[src/sv/mclr_pkg.sv]
// Package for the multi-channel load cell reader: field structs, register
// indexes, microcode word layout and the microcode ROM.
// Depends on nothing; every other file of the block imports it.
package mclr_pkg;

   // Fixed field widths and read timing.
   localparam int CHANNELS_DEFAULT = 4;
   localparam int SAMPLE_BITS      = 24;
   localparam int LINE_W           = 4;
   localparam int MS_W             = 16;
   localparam int CH_W             = 2;
   localparam int HALF_TOTAL       = 2 * (SAMPLE_BITS + 1);
   localparam int SHIFT_HALVES     = 2 * SAMPLE_BITS;
   localparam int HP_W             = $clog2(HALF_TOTAL + 1);

   // Configuration port.
   localparam int CSR_IDX_W  = 2;
   localparam int CSR_DATA_W = 16;
   localparam logic [CSR_IDX_W-1:0] CSR_STALE_LIMIT    = 2'd0;
   localparam logic [CSR_IDX_W-1:0] CSR_WAIT_LIMIT     = 2'd1;
   localparam logic [CSR_IDX_W-1:0] CSR_CHANNEL_ENABLE = 2'd2;

   localparam logic [MS_W-1:0]   STALE_RESET  = 16'd1000;
   localparam logic [MS_W-1:0]   WAIT_RESET   = 16'd10;
   localparam logic [LINE_W-1:0] ENABLE_RESET = 4'hF;

   // One input beat.
   typedef struct packed {
      logic [LINE_W-1:0] dout_levels;
      logic              ms_strobe;
   } req_type;

   // One result beat.
   typedef struct packed {
      logic                          sck;
      logic                          sample_valid;
      logic [CH_W-1:0]               channel;
      logic signed [SAMPLE_BITS-1:0] sample_value;
      logic                          last;
   } rsp_type;

   // Configuration register file contents.
   typedef struct packed {
      logic [MS_W-1:0]   stale_limit;
      logic [MS_W-1:0]   wait_limit;
      logic [LINE_W-1:0] enable;
   } cfg_type;

   // Datapath operations and jump conditions of the microcode.
   typedef enum logic [1:0] {OP_NONE, OP_POLL, OP_CLOCK, OP_EMIT} op_type;
   typedef enum logic [1:0] {COND_NEVER, COND_START, COND_FINISH, COND_MORE} cond_type;

   // Microprogram addresses.
   localparam int STEP_W = 2;
   typedef logic [STEP_W-1:0] step_type;
   localparam step_type STEP_POLL  = 2'd0;
   localparam step_type STEP_CLOCK = 2'd1;
   localparam step_type STEP_EMIT  = 2'd2;

   // One control word.
   typedef struct packed {
      logic     wait_in;
      logic     wait_out;
      op_type   op;
      cond_type cond;
      step_type jump_step;
      step_type next_step;
   } uword_type;

   // Sequencer to datapath.
   typedef struct packed {
      op_type op;
      logic   fire;
   } ctl_type;

   // Datapath to sequencer.
   typedef struct packed {
      logic out_free;
      logic start;
      logic finish;
      logic more;
   } status_type;

   // Microcode ROM. Polling stays put until a read starts, the clock step
   // runs the half periods, the emit step loops once per sampled channel.
   function automatic uword_type ucode_rom(step_type step);
      uword_type w;
      unique case (step)
         STEP_POLL: begin
            w = '{wait_in: 1'b1, wait_out: 1'b1, op: OP_POLL, cond: COND_START,
                  jump_step: STEP_CLOCK, next_step: STEP_POLL};
         end
         STEP_CLOCK: begin
            w = '{wait_in: 1'b1, wait_out: 1'b1, op: OP_CLOCK, cond: COND_FINISH,
                  jump_step: STEP_EMIT, next_step: STEP_CLOCK};
         end
         STEP_EMIT: begin
            w = '{wait_in: 1'b0, wait_out: 1'b1, op: OP_EMIT, cond: COND_MORE,
                  jump_step: STEP_EMIT, next_step: STEP_POLL};
         end
         default: begin
            w = '{wait_in: 1'b0, wait_out: 1'b0, op: OP_NONE, cond: COND_NEVER,
                  jump_step: STEP_POLL, next_step: STEP_POLL};
         end
      endcase
      return w;
   endfunction

   // Millisecond counter increment that sticks at all ones.
   function automatic logic [MS_W-1:0] sat_inc(logic [MS_W-1:0] v);
      return (v == '1) ? v : v + MS_W'(1);
   endfunction

endpackage

[src/sv/mclr_sequencer.sv]
// Microcode sequencer: step counter, ROM lookup, jump selection and the
// input-side stall. Depends on mclr_pkg.
module mclr_sequencer (
   input  logic                   clock,
   input  logic                   reset,
   input  logic                   req_valid,
   input  mclr_pkg::status_type   status,
   output mclr_pkg::ctl_type      ctl,
   output logic                   req_stall
);
   import mclr_pkg::*;

   step_type  step_ff;
   step_type  step_in;
   uword_type uword;
   logic      cond_true;
   logic      fire;

   // Control word of the current step.
   assign uword = ucode_rom(step_ff);

   // Jump condition select.
   always_comb begin
      unique case (uword.cond)
         COND_START:  cond_true = status.start;
         COND_FINISH: cond_true = status.finish;
         COND_MORE:   cond_true = status.more;
         default:     cond_true = 1'b0;
      endcase
   end

   // Each step runs once its output slot and any needed input are there.
   assign req_stall = !(uword.wait_in && (!uword.wait_out || status.out_free));
   assign fire      = (!uword.wait_in || (req_valid && !req_stall))
                   && (!uword.wait_out || status.out_free);

   assign ctl = '{op: uword.op, fire: fire};

   // Next step address.
   always_comb begin
      step_in = step_ff;
      if (fire) begin
         step_in = cond_true ? uword.jump_step : uword.next_step;
      end
   end

   always_ff @(posedge clock) begin
      if (reset) begin
         step_ff <= STEP_POLL;
      end else begin
         step_ff <= step_in;
      end
   end

endmodule

[src/sv/mclr_datapath.sv]
// Datapath of the load cell reader: channel ages, wait timer, half-period
// counter, per-channel shift registers, sample mask and the result register.
// Depends on mclr_pkg; driven by mclr_sequencer.
module mclr_datapath #(
   parameter int CHANNELS = mclr_pkg::CHANNELS_DEFAULT
) (
   input  logic                   clock,
   input  logic                   reset,
   input  mclr_pkg::ctl_type      ctl,
   input  mclr_pkg::cfg_type      cfg,
   input  mclr_pkg::req_type      req_payload,
   input  logic                   rsp_stall,
   output mclr_pkg::status_type   status,
   output logic                   rsp_valid,
   output mclr_pkg::rsp_type      rsp_payload
);
   import mclr_pkg::*;

   localparam int IDX_W = (CHANNELS > 1) ? $clog2(CHANNELS) : 1;

   localparam rsp_type EMPTY_RSP = '{sck: 1'b0, sample_valid: 1'b0, channel: '0,
                                     sample_value: '0, last: 1'b1};

   logic [MS_W-1:0]        age_ff   [CHANNELS];
   logic [MS_W-1:0]        age_in   [CHANNELS];
   logic [MS_W-1:0]        age_inc  [CHANNELS];
   logic [SAMPLE_BITS-1:0] shift_ff [CHANNELS];
   logic [SAMPLE_BITS-1:0] shift_in [CHANNELS];
   logic                   waiting_ff, waiting_in;
   logic [MS_W-1:0]        elapsed_ff, elapsed_in;
   logic [HP_W-1:0]        hp_ff, hp_in;
   logic [CHANNELS-1:0]    mask_ff, mask_in;
   logic                   rsp_valid_ff, rsp_valid_in;
   rsp_type                rsp_ff;

   logic [LINE_W-1:0]      levels;
   logic                   strobe;
   logic [LINE_W-1:0]      ready;
   logic                   all_ready;
   logic [MS_W-1:0]        elapsed_new;
   logic [HP_W-1:0]        hp_new;
   logic                   shift_now;
   logic [IDX_W-1:0]       sel_idx;
   logic [CHANNELS-1:0]    sel_hot;
   logic [CHANNELS-1:0]    mask_rest;
   logic                   load_rsp;
   rsp_type                rsp_data;

   assign levels = req_payload.dout_levels;
   assign strobe = req_payload.ms_strobe;

   // Ages advance on every millisecond beat; the poll then checks liveness.
   always_comb begin
      all_ready = 1'b1;
      for (int i = 0; i < CHANNELS; i++) begin
         age_inc[i] = strobe ? sat_inc(age_ff[i]) : age_ff[i];
         if (!ready[i % LINE_W] && cfg.enable[i % LINE_W] && age_inc[i] < cfg.stale_limit) begin
            all_ready = 1'b0;
         end
      end
   end

   assign ready = ~levels & cfg.enable;

   // The first ready beat counts as time zero of the wait.
   assign elapsed_new = waiting_ff ? (strobe ? sat_inc(elapsed_ff) : elapsed_ff) : '0;

   assign hp_new    = hp_ff + HP_W'(1);
   assign shift_now = !hp_new[0] && (hp_new <= HP_W'(SHIFT_HALVES));

   // Lowest pending channel of the sample mask.
   always_comb begin
      sel_idx = '0;
      for (int i = CHANNELS - 1; i >= 0; i--) begin
         if (mask_ff[i]) begin
            sel_idx = IDX_W'(i);
         end
      end
   end

   assign sel_hot   = mask_ff & (~mask_ff + CHANNELS'(1));
   assign mask_rest = mask_ff & ~sel_hot;

   // Status toward the sequencer.
   assign status.out_free = !rsp_valid_ff || !rsp_stall;
   assign status.start    = (ready != '0) && (all_ready || elapsed_new >= cfg.wait_limit);
   assign status.finish   = hp_new >= HP_W'(HALF_TOTAL);
   assign status.more     = mask_rest != '0;

   // Next state of the datapath for the operation the current step names.
   always_comb begin
      age_in     = age_ff;
      shift_in   = shift_ff;
      waiting_in = waiting_ff;
      elapsed_in = elapsed_ff;
      hp_in      = hp_ff;
      mask_in    = mask_ff;
      load_rsp   = 1'b0;
      rsp_data   = EMPTY_RSP;
      if (ctl.fire) begin
         case (ctl.op)
            OP_POLL: begin
               load_rsp = 1'b1;
               for (int i = 0; i < CHANNELS; i++) begin
                  age_in[i] = ready[i % LINE_W] ? '0 : age_inc[i];
               end
               if (ready == '0) begin
                  waiting_in = 1'b0;
                  elapsed_in = '0;
               end else if (status.start) begin
                  // Read starts: snapshot the ready channels, raise the clock.
                  waiting_in   = 1'b0;
                  elapsed_in   = '0;
                  hp_in        = HP_W'(1);
                  rsp_data.sck = 1'b1;
                  for (int i = 0; i < CHANNELS; i++) begin
                     mask_in[i]  = ready[i % LINE_W];
                     shift_in[i] = '0;
                  end
               end else begin
                  waiting_in = 1'b1;
                  elapsed_in = elapsed_new;
               end
            end
            OP_CLOCK: begin
               age_in = age_inc;
               // A falling edge of the first pulses takes one bit per line.
               if (shift_now) begin
                  for (int i = 0; i < CHANNELS; i++) begin
                     shift_in[i] = {shift_ff[i][SAMPLE_BITS-2:0], levels[i % LINE_W]};
                  end
               end
               if (status.finish) begin
                  hp_in = '0;
               end else begin
                  hp_in        = hp_new;
                  load_rsp     = 1'b1;
                  rsp_data.sck = hp_new[0];
               end
            end
            OP_EMIT: begin
               load_rsp = 1'b1;
               if (mask_ff != '0) begin
                  rsp_data.sample_valid = 1'b1;
                  rsp_data.channel      = CH_W'(sel_idx);
                  rsp_data.sample_value = shift_ff[sel_idx];
                  rsp_data.last         = !status.more;
                  mask_in               = mask_rest;
               end
            end
            default: begin
               load_rsp = 1'b0;
            end
         endcase
      end
   end

   // Result register: holds a beat until the far side takes it.
   assign rsp_valid_in = load_rsp ? 1'b1 : (rsp_stall ? rsp_valid_ff : 1'b0);
   assign rsp_valid    = rsp_valid_ff;
   assign rsp_payload  = rsp_ff;

   always_ff @(posedge clock) begin
      if (reset) begin
         for (int i = 0; i < CHANNELS; i++) begin
            age_ff[i] <= '0;
         end
         waiting_ff   <= 1'b0;
         elapsed_ff   <= '0;
         hp_ff        <= '0;
         mask_ff      <= '0;
         rsp_valid_ff <= 1'b0;
      end else begin
         age_ff       <= age_in;
         waiting_ff   <= waiting_in;
         elapsed_ff   <= elapsed_in;
         hp_ff        <= hp_in;
         mask_ff      <= mask_in;
         rsp_valid_ff <= rsp_valid_in;
      end
   end

   // Payload registers.
   always_ff @(posedge clock) begin
      shift_ff <= shift_in;
      if (load_rsp) begin
         rsp_ff <= rsp_data;
      end
   end

`ifndef SYNTHESIS
   // The half-period counter is back at zero whenever the poll step runs.
   a_poll_hp_idle: assert property (@(posedge clock) disable iff (reset)
      (ctl.op == OP_POLL) |-> (hp_ff == '0))
      else $error("half-period counter not cleared during polling");

   // The last flag of an emitted beat matches an emptied sample mask.
   a_emit_last: assert property (@(posedge clock) disable iff (reset)
      (ctl.fire && ctl.op == OP_EMIT) |-> (rsp_data.last == (mask_in == '0)))
      else $error("last flag disagrees with remaining sample mask");

   // Finished samples come only from the emit step.
   a_sample_src: assert property (@(posedge clock) disable iff (reset)
      (load_rsp && rsp_data.sample_valid) |-> (ctl.op == OP_EMIT))
      else $error("sample beat loaded outside the emit step");
`endif

endmodule

[src/sv/multi_channel_load_cell_reader_top.sv]
// Top level of the multi-channel load cell reader: configuration registers,
// microcode sequencer and datapath. Depends on mclr_pkg, sequencer, datapath.
// Latency: a result beat is valid the cycle after the input beat that makes it.
// Throughput: one input beat per cycle while polling or clocking if not stalled;
// a read's last beat brings one emit step per sampled channel, req_stall high.
// Reset is synchronous and active high: registers take defaults, state clears.
module multi_channel_load_cell_reader_top #(
   parameter int CHANNELS = mclr_pkg::CHANNELS_DEFAULT
) (
   input  logic                                 clock,
   input  logic                                 reset,
   input  logic                                 req_valid,
   output logic                                 req_stall,
   input  mclr_pkg::req_type                    req_payload,
   output logic                                 rsp_valid,
   input  logic                                 rsp_stall,
   output mclr_pkg::rsp_type                    rsp_payload,
   input  logic                                 csr_valid,
   output logic                                 csr_ready,
   input  logic [mclr_pkg::CSR_IDX_W-1:0]       csr_index,
   input  logic [mclr_pkg::CSR_DATA_W-1:0]      csr_data
);
   import mclr_pkg::*;

   cfg_type    cfg_ff;
   cfg_type    cfg_in;
   ctl_type    ctl;
   status_type status;

   // Register writes are always taken; unknown indexes are dropped.
   assign csr_ready = 1'b1;

   always_comb begin
      cfg_in = cfg_ff;
      if (csr_valid && csr_ready) begin
         unique case (csr_index)
            CSR_STALE_LIMIT:    cfg_in.stale_limit = csr_data;
            CSR_WAIT_LIMIT:     cfg_in.wait_limit  = csr_data;
            CSR_CHANNEL_ENABLE: cfg_in.enable      = csr_data[LINE_W-1:0];
            default:            cfg_in             = cfg_ff;
         endcase
      end
   end

   always_ff @(posedge clock) begin
      if (reset) begin
         cfg_ff <= '{stale_limit: STALE_RESET, wait_limit: WAIT_RESET,
                     enable: ENABLE_RESET};
      end else begin
         cfg_ff <= cfg_in;
      end
   end

   // Microcode control.
   mclr_sequencer u_sequencer (
      .clock     (clock),
      .reset     (reset),
      .req_valid (req_valid),
      .status    (status),
      .ctl       (ctl),
      .req_stall (req_stall)
   );

   // Timers, shift registers and result register.
   mclr_datapath #(
      .CHANNELS (CHANNELS)
   ) u_datapath (
      .clock       (clock),
      .reset       (reset),
      .ctl         (ctl),
      .cfg         (cfg_ff),
      .req_payload (req_payload),
      .rsp_stall   (rsp_stall),
      .status      (status),
      .rsp_valid   (rsp_valid),
      .rsp_payload (rsp_payload)
   );

endmodule
[config.mk]
export PLATFORM = sky130hd
export DESIGN_NAME = multi_channel_load_cell_reader_top
export DESIGN_NICKNAME = d
export VERILOG_FILES = /design/src/sv/mclr_pkg.sv /design/src/sv/mclr_sequencer.sv /design/src/sv/mclr_datapath.sv /design/src/sv/multi_channel_load_cell_reader_top.sv
export SDC_FILE = /design/constraint.sdc
export NUM_CORES = 1
export LEC_CHECK = 0
export ABC_AREA = 0
export BUFFER_PORTS_ARGS = -buffer_cell sky130_fd_sc_hd__buf_4
export CORE_MARGIN = 10
export CORE_UTILIZATION = 23
export CTS_BUF_LIST = sky130_fd_sc_hd__clkbuf_2
export CTS_CLUSTER_SIZE = 8
export DETAILED_ROUTE_END_ITERATION = 10
export GPL_ROUTABILITY_DRIVEN = 0
export PLACE_DENSITY = 0.33
export SKIP_CTS_REPAIR_TIMING = 1
export SLEW_MARGIN = 5
export SYNTH_ARGS = -nofsm -noshare
export SYNTH_HDL_FRONTEND = slang
export SYNTH_SLANG_ARGS = --single-unit
[constraint.sdc]
create_clock -name clock -period 9 [get_ports clock]
set_input_delay 0.9 -clock clock [delete_from_list [all_inputs] [get_ports clock]]
set_output_delay 0.9 -clock clock [all_outputs]
set_load 0.005 [all_outputs]
After elaboration in Yosys (flattened, before gate mapping)
Cells that the tools add are included.
{ "word_totals": {"mem_bits_ro": 0, "register_bits": 255, "latchBits": 0, "in_bits": 28, "memories": 0, "wordCells": 167, "mem_bits_rw": 0} }
{ "op_classes": {"addsub": 7, "shifts": 0, "order_cmp": 8, "mul": 0, "mux": 56, "bitwise": 7, "reduce_logical": 47, "div": 0, "n_eq_ne": 20} }
{ "ops": {"columns": ["cell", "n"], "rows": [
  ["$mux 96", 3],
  ["$mux 16", 17],
  ["$pmux 96 s2", 1],
  ["$pmux 64 s2", 1],
  ["$add 16x1->16 const B", 5],
  ["$eq 16x16->1 const B", 5],
  ["$lt 16x16->1", 4],
  ["$bmux 24 s2", 1],
  ["$mux 24", 2],
  ["$pmux 10 s3", 1],
  ["$mux 28", 1],
  ["$mux 6", 3],
  ["$ge 16x16->1", 1],
  ["$logic_and 1x1->1", 13],
  ["$mux 1", 13],
  ["$and 4x4->4", 3],
  ["$eq 2x2->1 const B", 6],
  ["$mux 4", 3],
  ["$not 4->4", 3],
  ["$pmux 6 s2", 1],
  ["$reduce_and 2->1", 6],
  ["$reduce_bool 4->1", 3],
  ["$logic_not 1->1", 11],
  ["$mux 2", 5],
  ["20 further kinds", 33]
]} }

Longest topological paths before layout
{ "logic_depth": {"depth_word": 14, "ltp_mapped": 18} }

Cells and area by module
Synthesis repeated with hierarchy kept, for this count alone.
{ "unflattened": {"hier_cells": 1471, "area_unflattened_um2": 14495.2} }
{ "by_module_without_submodules": {"columns": ["mod", "cells_each", "n_inst", "area_per_inst_um2", "seq_area_each_um2"], "rows": [
  ["mclr_datapath", 1298, 1, 12753.5, 5595.4],
  ["multi_channel_load_cell_reader_top", 148, 1, 1502.7, 720.7],
  ["mclr_sequencer", 25, 1, 239.0, 40.0]
]} }

Worst setup path after synthesis
OpenSTA, ideal clock, no wires.
{ "synth_timing": {"path_type": "input to register", "start": "input port req_payload[0] (netlist name)", "end": "register u_datapath.shift_ff[0] (netlist name) (enable)", "cell_stages": 16, "t_arrival_ps": 6352, "slack_ps": 2182, "required_ps": 8534, "path_cell_list": "buf_2 buf_2 o41ai_1 nor4_1 and4_1 nand4_1 xnor2_1 ha_1 nand4_1 nor4_1 o21ai_0 o311ai_1 o211a_2 a211oi_4 nor2_1 and3_1"} }
{ "synth_via": {"elab_chain_len": 11} }
{ "synth_rtl": {"columns": ["element", "line_no", "source"], "rows": [
  ["start: declaration", "multi_channel_load_cell_reader_top.sv:14", "input mclr_pkg::req_type req_payload,"],
  ["$mux 16", "mclr_datapath.sv:56", "age_inc[i] = strobe ? sat_inc(age_ff[i]) : age_ff[i];"],
  ["$lt 16x16->1", "mclr_datapath.sv:57", "if (!ready[i % LINE_W] && cfg.enable[i % LINE_W] && age_inc[i] < cfg.stale_limit) begin"],
  ["$logic_and 1x1->1", "mclr_datapath.sv:57", null],
  ["$mux 1 (4 in a row)", "mclr_datapath.sv:57", null],
  ["$logic_or 1x1->1 (*)", "mclr_datapath.sv:86", "assign status.start = (ready != '0) && (all_ready || elapsed_new >= cfg.wait_limit);"],
  ["$logic_and 1x1->1 (*)", "mclr_datapath.sv:86", null],
  ["$ne 2x2->1 (no source line) (*)", null, null],
  ["$reduce_and 5->1 (no source line) (*)", null, null],
  ["end signal: assignment", "mclr_datapath.sv:185", "shift_ff <= shift_in;"],
  ["end: declaration", "mclr_datapath.sv:27", "logic [SAMPLE_BITS-1:0] shift_ff [CHANNELS];"]
]} }
Every way passes the cells marked *; elsewhere a longest branch is shown, timed or not.
A chain may end at the register's enable or synchronous reset.

Worst setup path after layout
{ "layout_timing": {"start": "register u_datapath.age_ff[48] (netlist name)", "end": "register u_datapath.shift_ff[68] (netlist name) (enable)"} }
{ "layout_via": {"elab_chain_len": 13} }
{ "layout_rtl": {"columns": ["element", "line_no", "source"], "rows": [
  ["start: declaration", "mclr_datapath.sv:24", "logic [MS_W-1:0] age_ff [CHANNELS];"],
  ["start signal: assignment", "mclr_datapath.sv:174", "age_ff <= age_in;"],
  ["$add 16x1->16 / $eq 16x16->1 (equally long branches)", "mclr_pkg.sv:111", "return (v == '1) ? v : v + MS_W'(1);"],
  ["$mux 16", "mclr_pkg.sv:111", null],
  ["$mux 16 (*)", "mclr_datapath.sv:56", null],
  ["$lt 16x16->1 (*)", "mclr_datapath.sv:57", null],
  ["$logic_and 1x1->1 (*)", "mclr_datapath.sv:57", null],
  ["$mux 1 (*) (4 in a row)", "mclr_datapath.sv:57", null],
  ["$logic_or 1x1->1 (*)", "mclr_datapath.sv:86", null],
  ["$logic_and 1x1->1 (*)", "mclr_datapath.sv:86", null],
  ["$ne 2x2->1 (no source line) (*)", null, null],
  ["$reduce_and 5->1 (no source line) (*)", null, null]
]} }
Marked as above.

==> impl_table.tex <==
\begin{tabular}{lr}
\hline
Metric & Value \\
\hline
\multicolumn{2}{l}{\textbf{Run status}} \\
Result of the run & finished clean \\
\multicolumn{2}{l}{\textbf{Cells and area}} \\
Footprint of the flip-flops and latches & 6360 µm² \\
Cell area after layout & between 15000 and 20000 µm² \\
Total area of multi-input combinational cells & between 7000 and 8000 µm² \\
Ratio of cells with drive above 1 in the final layout & 15.7\% \\
Area growth from synthesis to layout & 15.0\% \\
Final net count & around 1700 \\
FILL cells & about 6500 \\
\multicolumn{2}{l}{\textbf{Power and ir drop}} \\
Cell-internal power & 1.85 mW \\
Power per unit of standard cell area & between 150 and 200 nW/µm² \\
Largest vdd supply drop & roughly 0.058 mV \\
Switching part of the total & 32.1\% \\
Proportion of power drawn by combinational gates & $\sim$15\% \\
Power dissipated by switching net loads & between 800 and 900 µW \\
Relative contribution of sequential cells to total power & 49.1\% \\
Fraction of power consumed by the clock network & between 30\% and 40\% \\
Power consumption & 2.72 mW \\
Static power due to leakage & a little over 6 nW \\
\multicolumn{2}{l}{\textbf{Worst setup path}} \\
Endpoint type of the worst setup path & register \\
Startpoint type of the worst setup path & register \\
Category of the critical setup timing path & register to register \\
Critical Path RT & roughly 9600 ps \\
Largest driver fanout on the critical path & 40 \\
Arr. time, crit path & 6290 ps \\
\multicolumn{2}{l}{\textbf{CTS}} \\
Clock Latency Late Sink & 1010 ps \\
Count of clock tree sinks & $\sim$260 \\
Clock transition time at the flip-flop clock pins of the worst setup and hold paths & 90 ps \\
Number of buffers inserted during clock tree synthesis & slightly below 80 \\
H-tree levels & 3 \\
Worst-case clock buffer depth & 3 \\
CTS tree & yes \\
Master cell of the clock root buffer & clkbuf\_2 \\
\multicolumn{2}{l}{\textbf{Yosys}} \\
Syn\_nets & $\sim$1600 \\
Synthesis-stage register bit count & between 200 and 300 \\
Number of flops mapped to enable cells by yosys & 125 \\
Ranking of synthesized cells by instance count & 145 x nor2\_1, 135 x nand2\_1, 134 x and2\_1 \\
Netlist area before placement & $\sim$14000 µm² \\
Count of cell types in the netlist & 72 \\
Largest cells by area after synthesis & edfxtp\_1 27\%, dfxtp\_1 18\%, ha\_1 7.8\% \\
Share of the synthesized area in the top cell type & between 20\% and 30\% \\
Gate count of the mapped netlist & about 1500 \\
Leading cell type by number of instances after synthesis & nor2\_1 \\
Primary flip-flop cell chosen by synthesis mapping & dfxtp\_1 \\
Fraction of synthesis flops using an asynchronous set or reset pin & 0\% \\
Sequential area share after synthesis & 44.9\% \\
Library cell with the largest summed area after synthesis & edfxtp\_1 \\
Yosys warning total & 0 \\
Average cell area after synthesis & between 9 and 10 µm² \\
\multicolumn{2}{l}{\textbf{Floorplanning}} \\
Count of standard-cell rows & 90 \\
Area enclosed by the die boundary & $\sim$70000 µm² \\
Vert. Die Dim & roughly 270 µm \\
Area of the core region & approximately 61000 µm² \\
Ports & 60 \\
Floorplan die width & 268 µm \\
Starting utilization of the core area & a little under a quarter \\
\multicolumn{2}{l}{\textbf{Routing}} \\
Routed vias & 11200 \\
Remaining antenna violation count & 0 \\
TritonRoute pass-1 iters & 5 \\
DRC violations left & 0 \\
Iter 0 DRT Violations & 658 \\
Average vias per placed instance & between 4 and 5 \\
Routed wire length per instance & 17.8 µm \\
Drt total wl & 42.8 mm \\
\multicolumn{2}{l}{\textbf{Global routing}} \\
Overall routing resource usage & a little under an eighth \\
Number of antenna violations at the first check in global routing & 4 \\
Largest net degree at the start of global routing & between 90 and 100 \\
First-pass GRT wire length & 66.0 mm \\
Aggregate global routing overflow & 0 \\
Number of global-route vias before repair & 10900 \\
\multicolumn{2}{l}{\textbf{STA}} \\
Final-report hold violation count & 0 \\
Final Max Tran Viols & 0 \\
Clk\_skew & $\sim$86 ps \\
Final worst-path setup slack & roughly 3300 ps \\
Maximum operating frequency & between 0.15 and 0.2 GHz \\
Rel. slew slack & 29.7\% \\
Time the final worst path needs with I/O delays and setup & approximately 5700 ps \\
RSZ-0062 raised after global routing & no \\
Worst slew pin tran & about 1100 ps \\
Share of the clock period used by the worst path & between 60 and 70\% \\
Setup TNS Final & 0 ps \\
Final setup violating endpoints & 0 \\
\multicolumn{2}{l}{\textbf{Placement}} \\
Post-detailed-placement half-perimeter wirelength & just under 30 mm \\
Area after DPL & approximately 15000 µm² \\
Number of port buffers & between 50 and 60 \\
Placement Setup Slack & approximately 2500 ps \\
\multicolumn{2}{l}{\textbf{Job}} \\
MaxCap Viol Count & 0 \\
\multicolumn{2}{l}{\textbf{Worst hold path}} \\
Worst hold-check path type & primary input to register \\
\hline
\end{tabular}
## path summary, 6_finish.rpt
check,startpoint,endpoint,slack [ps],depth (start not counted)
hold reg to reg,cfg_ff[24]$_SDFFE_PP0P_,cfg_ff[24]$_SDFFE_PP0P_,460,2
setup reg to reg,u_datapath.age_ff[48]$_SDFFE_PP0P_,u_datapath.shift_ff[68]$_SDFFCE_PN0P_,3340,17
hold / removal,csr_data[11],cfg_ff[31]$_SDFFE_PP0P_,190,3
setup / recovery,u_datapath.age_ff[48]$_SDFFE_PP0P_,u_datapath.shift_ff[68]$_SDFFCE_PN0P_,3340,17
## through the flow
step / hold slack [ps] / util, % / cells
2_1_floorplan: 436 / - / 1464
3_3_place_gp: 446 / 25.4 / 2240
3_5_place_dp: 449 / 25.4 / 2240
4_1_cts: -46.3 / 26.6 / 2380
5_1_grt: 45.9 / 26.8 / 2395
6_report: 188 / 26.9 / 2396
## power by group through the flow
stage / registers (mW) / clock network, mW / logic, mW
floorplan: 1.35 / 0 / 0.244
global placement: 1.36 / 0 / 0.407
detailed placement: 1.36 / 0 / 0.406
CTS: 1.34 / 1.05 / 0.406
global route: 1.34 / 1.11 / 0.446
finish: 1.33 / 0.986 / 0.400
## cell type report
cell class | count | area share, %
Multi-Input combinational cell | 1078 | 44.9
Sequential cell | 255 | 39.1
Tap cell | 782 | 6.01
Timing Repair Buffer | 84 | 4.08
Clock buffer | 118 | 3.63
Inverter | 54 | 1.25
Clock inverter | 22 | 1.00
Antenna cell | 3 | 0.0462
## worst max-delay path, cell delays in order, from the launching register on
cell      delay [ps]
dfxtp_1          380
ha_1             250
nand4_1          150
o41ai_1          150
nor4_1           670
and4_1           410
nand4_1          200
xnor2_1          180
ha_1             290
nand4_1          140
nor4_1           290
o21ai_0          120
o311ai_1         310
o211a_2          380
a211oi_4         140
nor2_1           160
and3_4           580
buf_4            490
## routing by layer
metal	part of all wire, %	routed length (µm)	track usage, %
met3	4.4	1900	2.89
met5	0	0	0
met1	48	20500	15.7
met2	45	19100	18.5
met4	2.9	1230	4.40
## kinds of logic after synthesis
group | Yosys count | synth area share (%)
AND/OR/NAND/NOR | 619 | 22.6
buffers and inverters | 131 | 3.68
other | 1 | 0.0265
adder cells (fa/ha/maj) | 88 | 7.79
flip-flops | 255 | 44.9
multiplexers | 33 | 4.51
XOR/XNOR | 61 | 3.78
AO/OA/AOI/OAI | 276 | 12.6
## cell usage in the layout (no fill, tap or decap), drive strengths merged, types with 6 or more instances in the layout
cell type	instances
a211o	13
a211oi	11
a21o	11
a21oi	92
a22oi	56
a31oi	7
and2	134
and3	16
and4	7
buf	71
clkbuf	118
clkinv	19
dfxtp	130
dlygate4sd3	13
edfxtp	125
ha	88
inv	55
mux2	6
mux4	24
nand2	135
nand2b	12
nand3	40
nand3b	7
nand4	44
nor2	145
nor3	31
nor4	19
o21ai	47
o31ai	7
xnor2	41
xor2	20
## sequential cells by signal, indices dropped and copies added (netlist names)
name                    flops
u_datapath.shift_ff        96
u_datapath.age_ff          64
cfg_ff                     36
u_datapath.rsp_payload     29
u_datapath.elapsed_ff      16
u_datapath.hp_ff            6
u_datapath.mask_ff          4
u_sequencer.step_ff         2
u_datapath.rsp_valid        1
u_datapath.waiting_ff       1
Power figures use the tool's default switching activity.
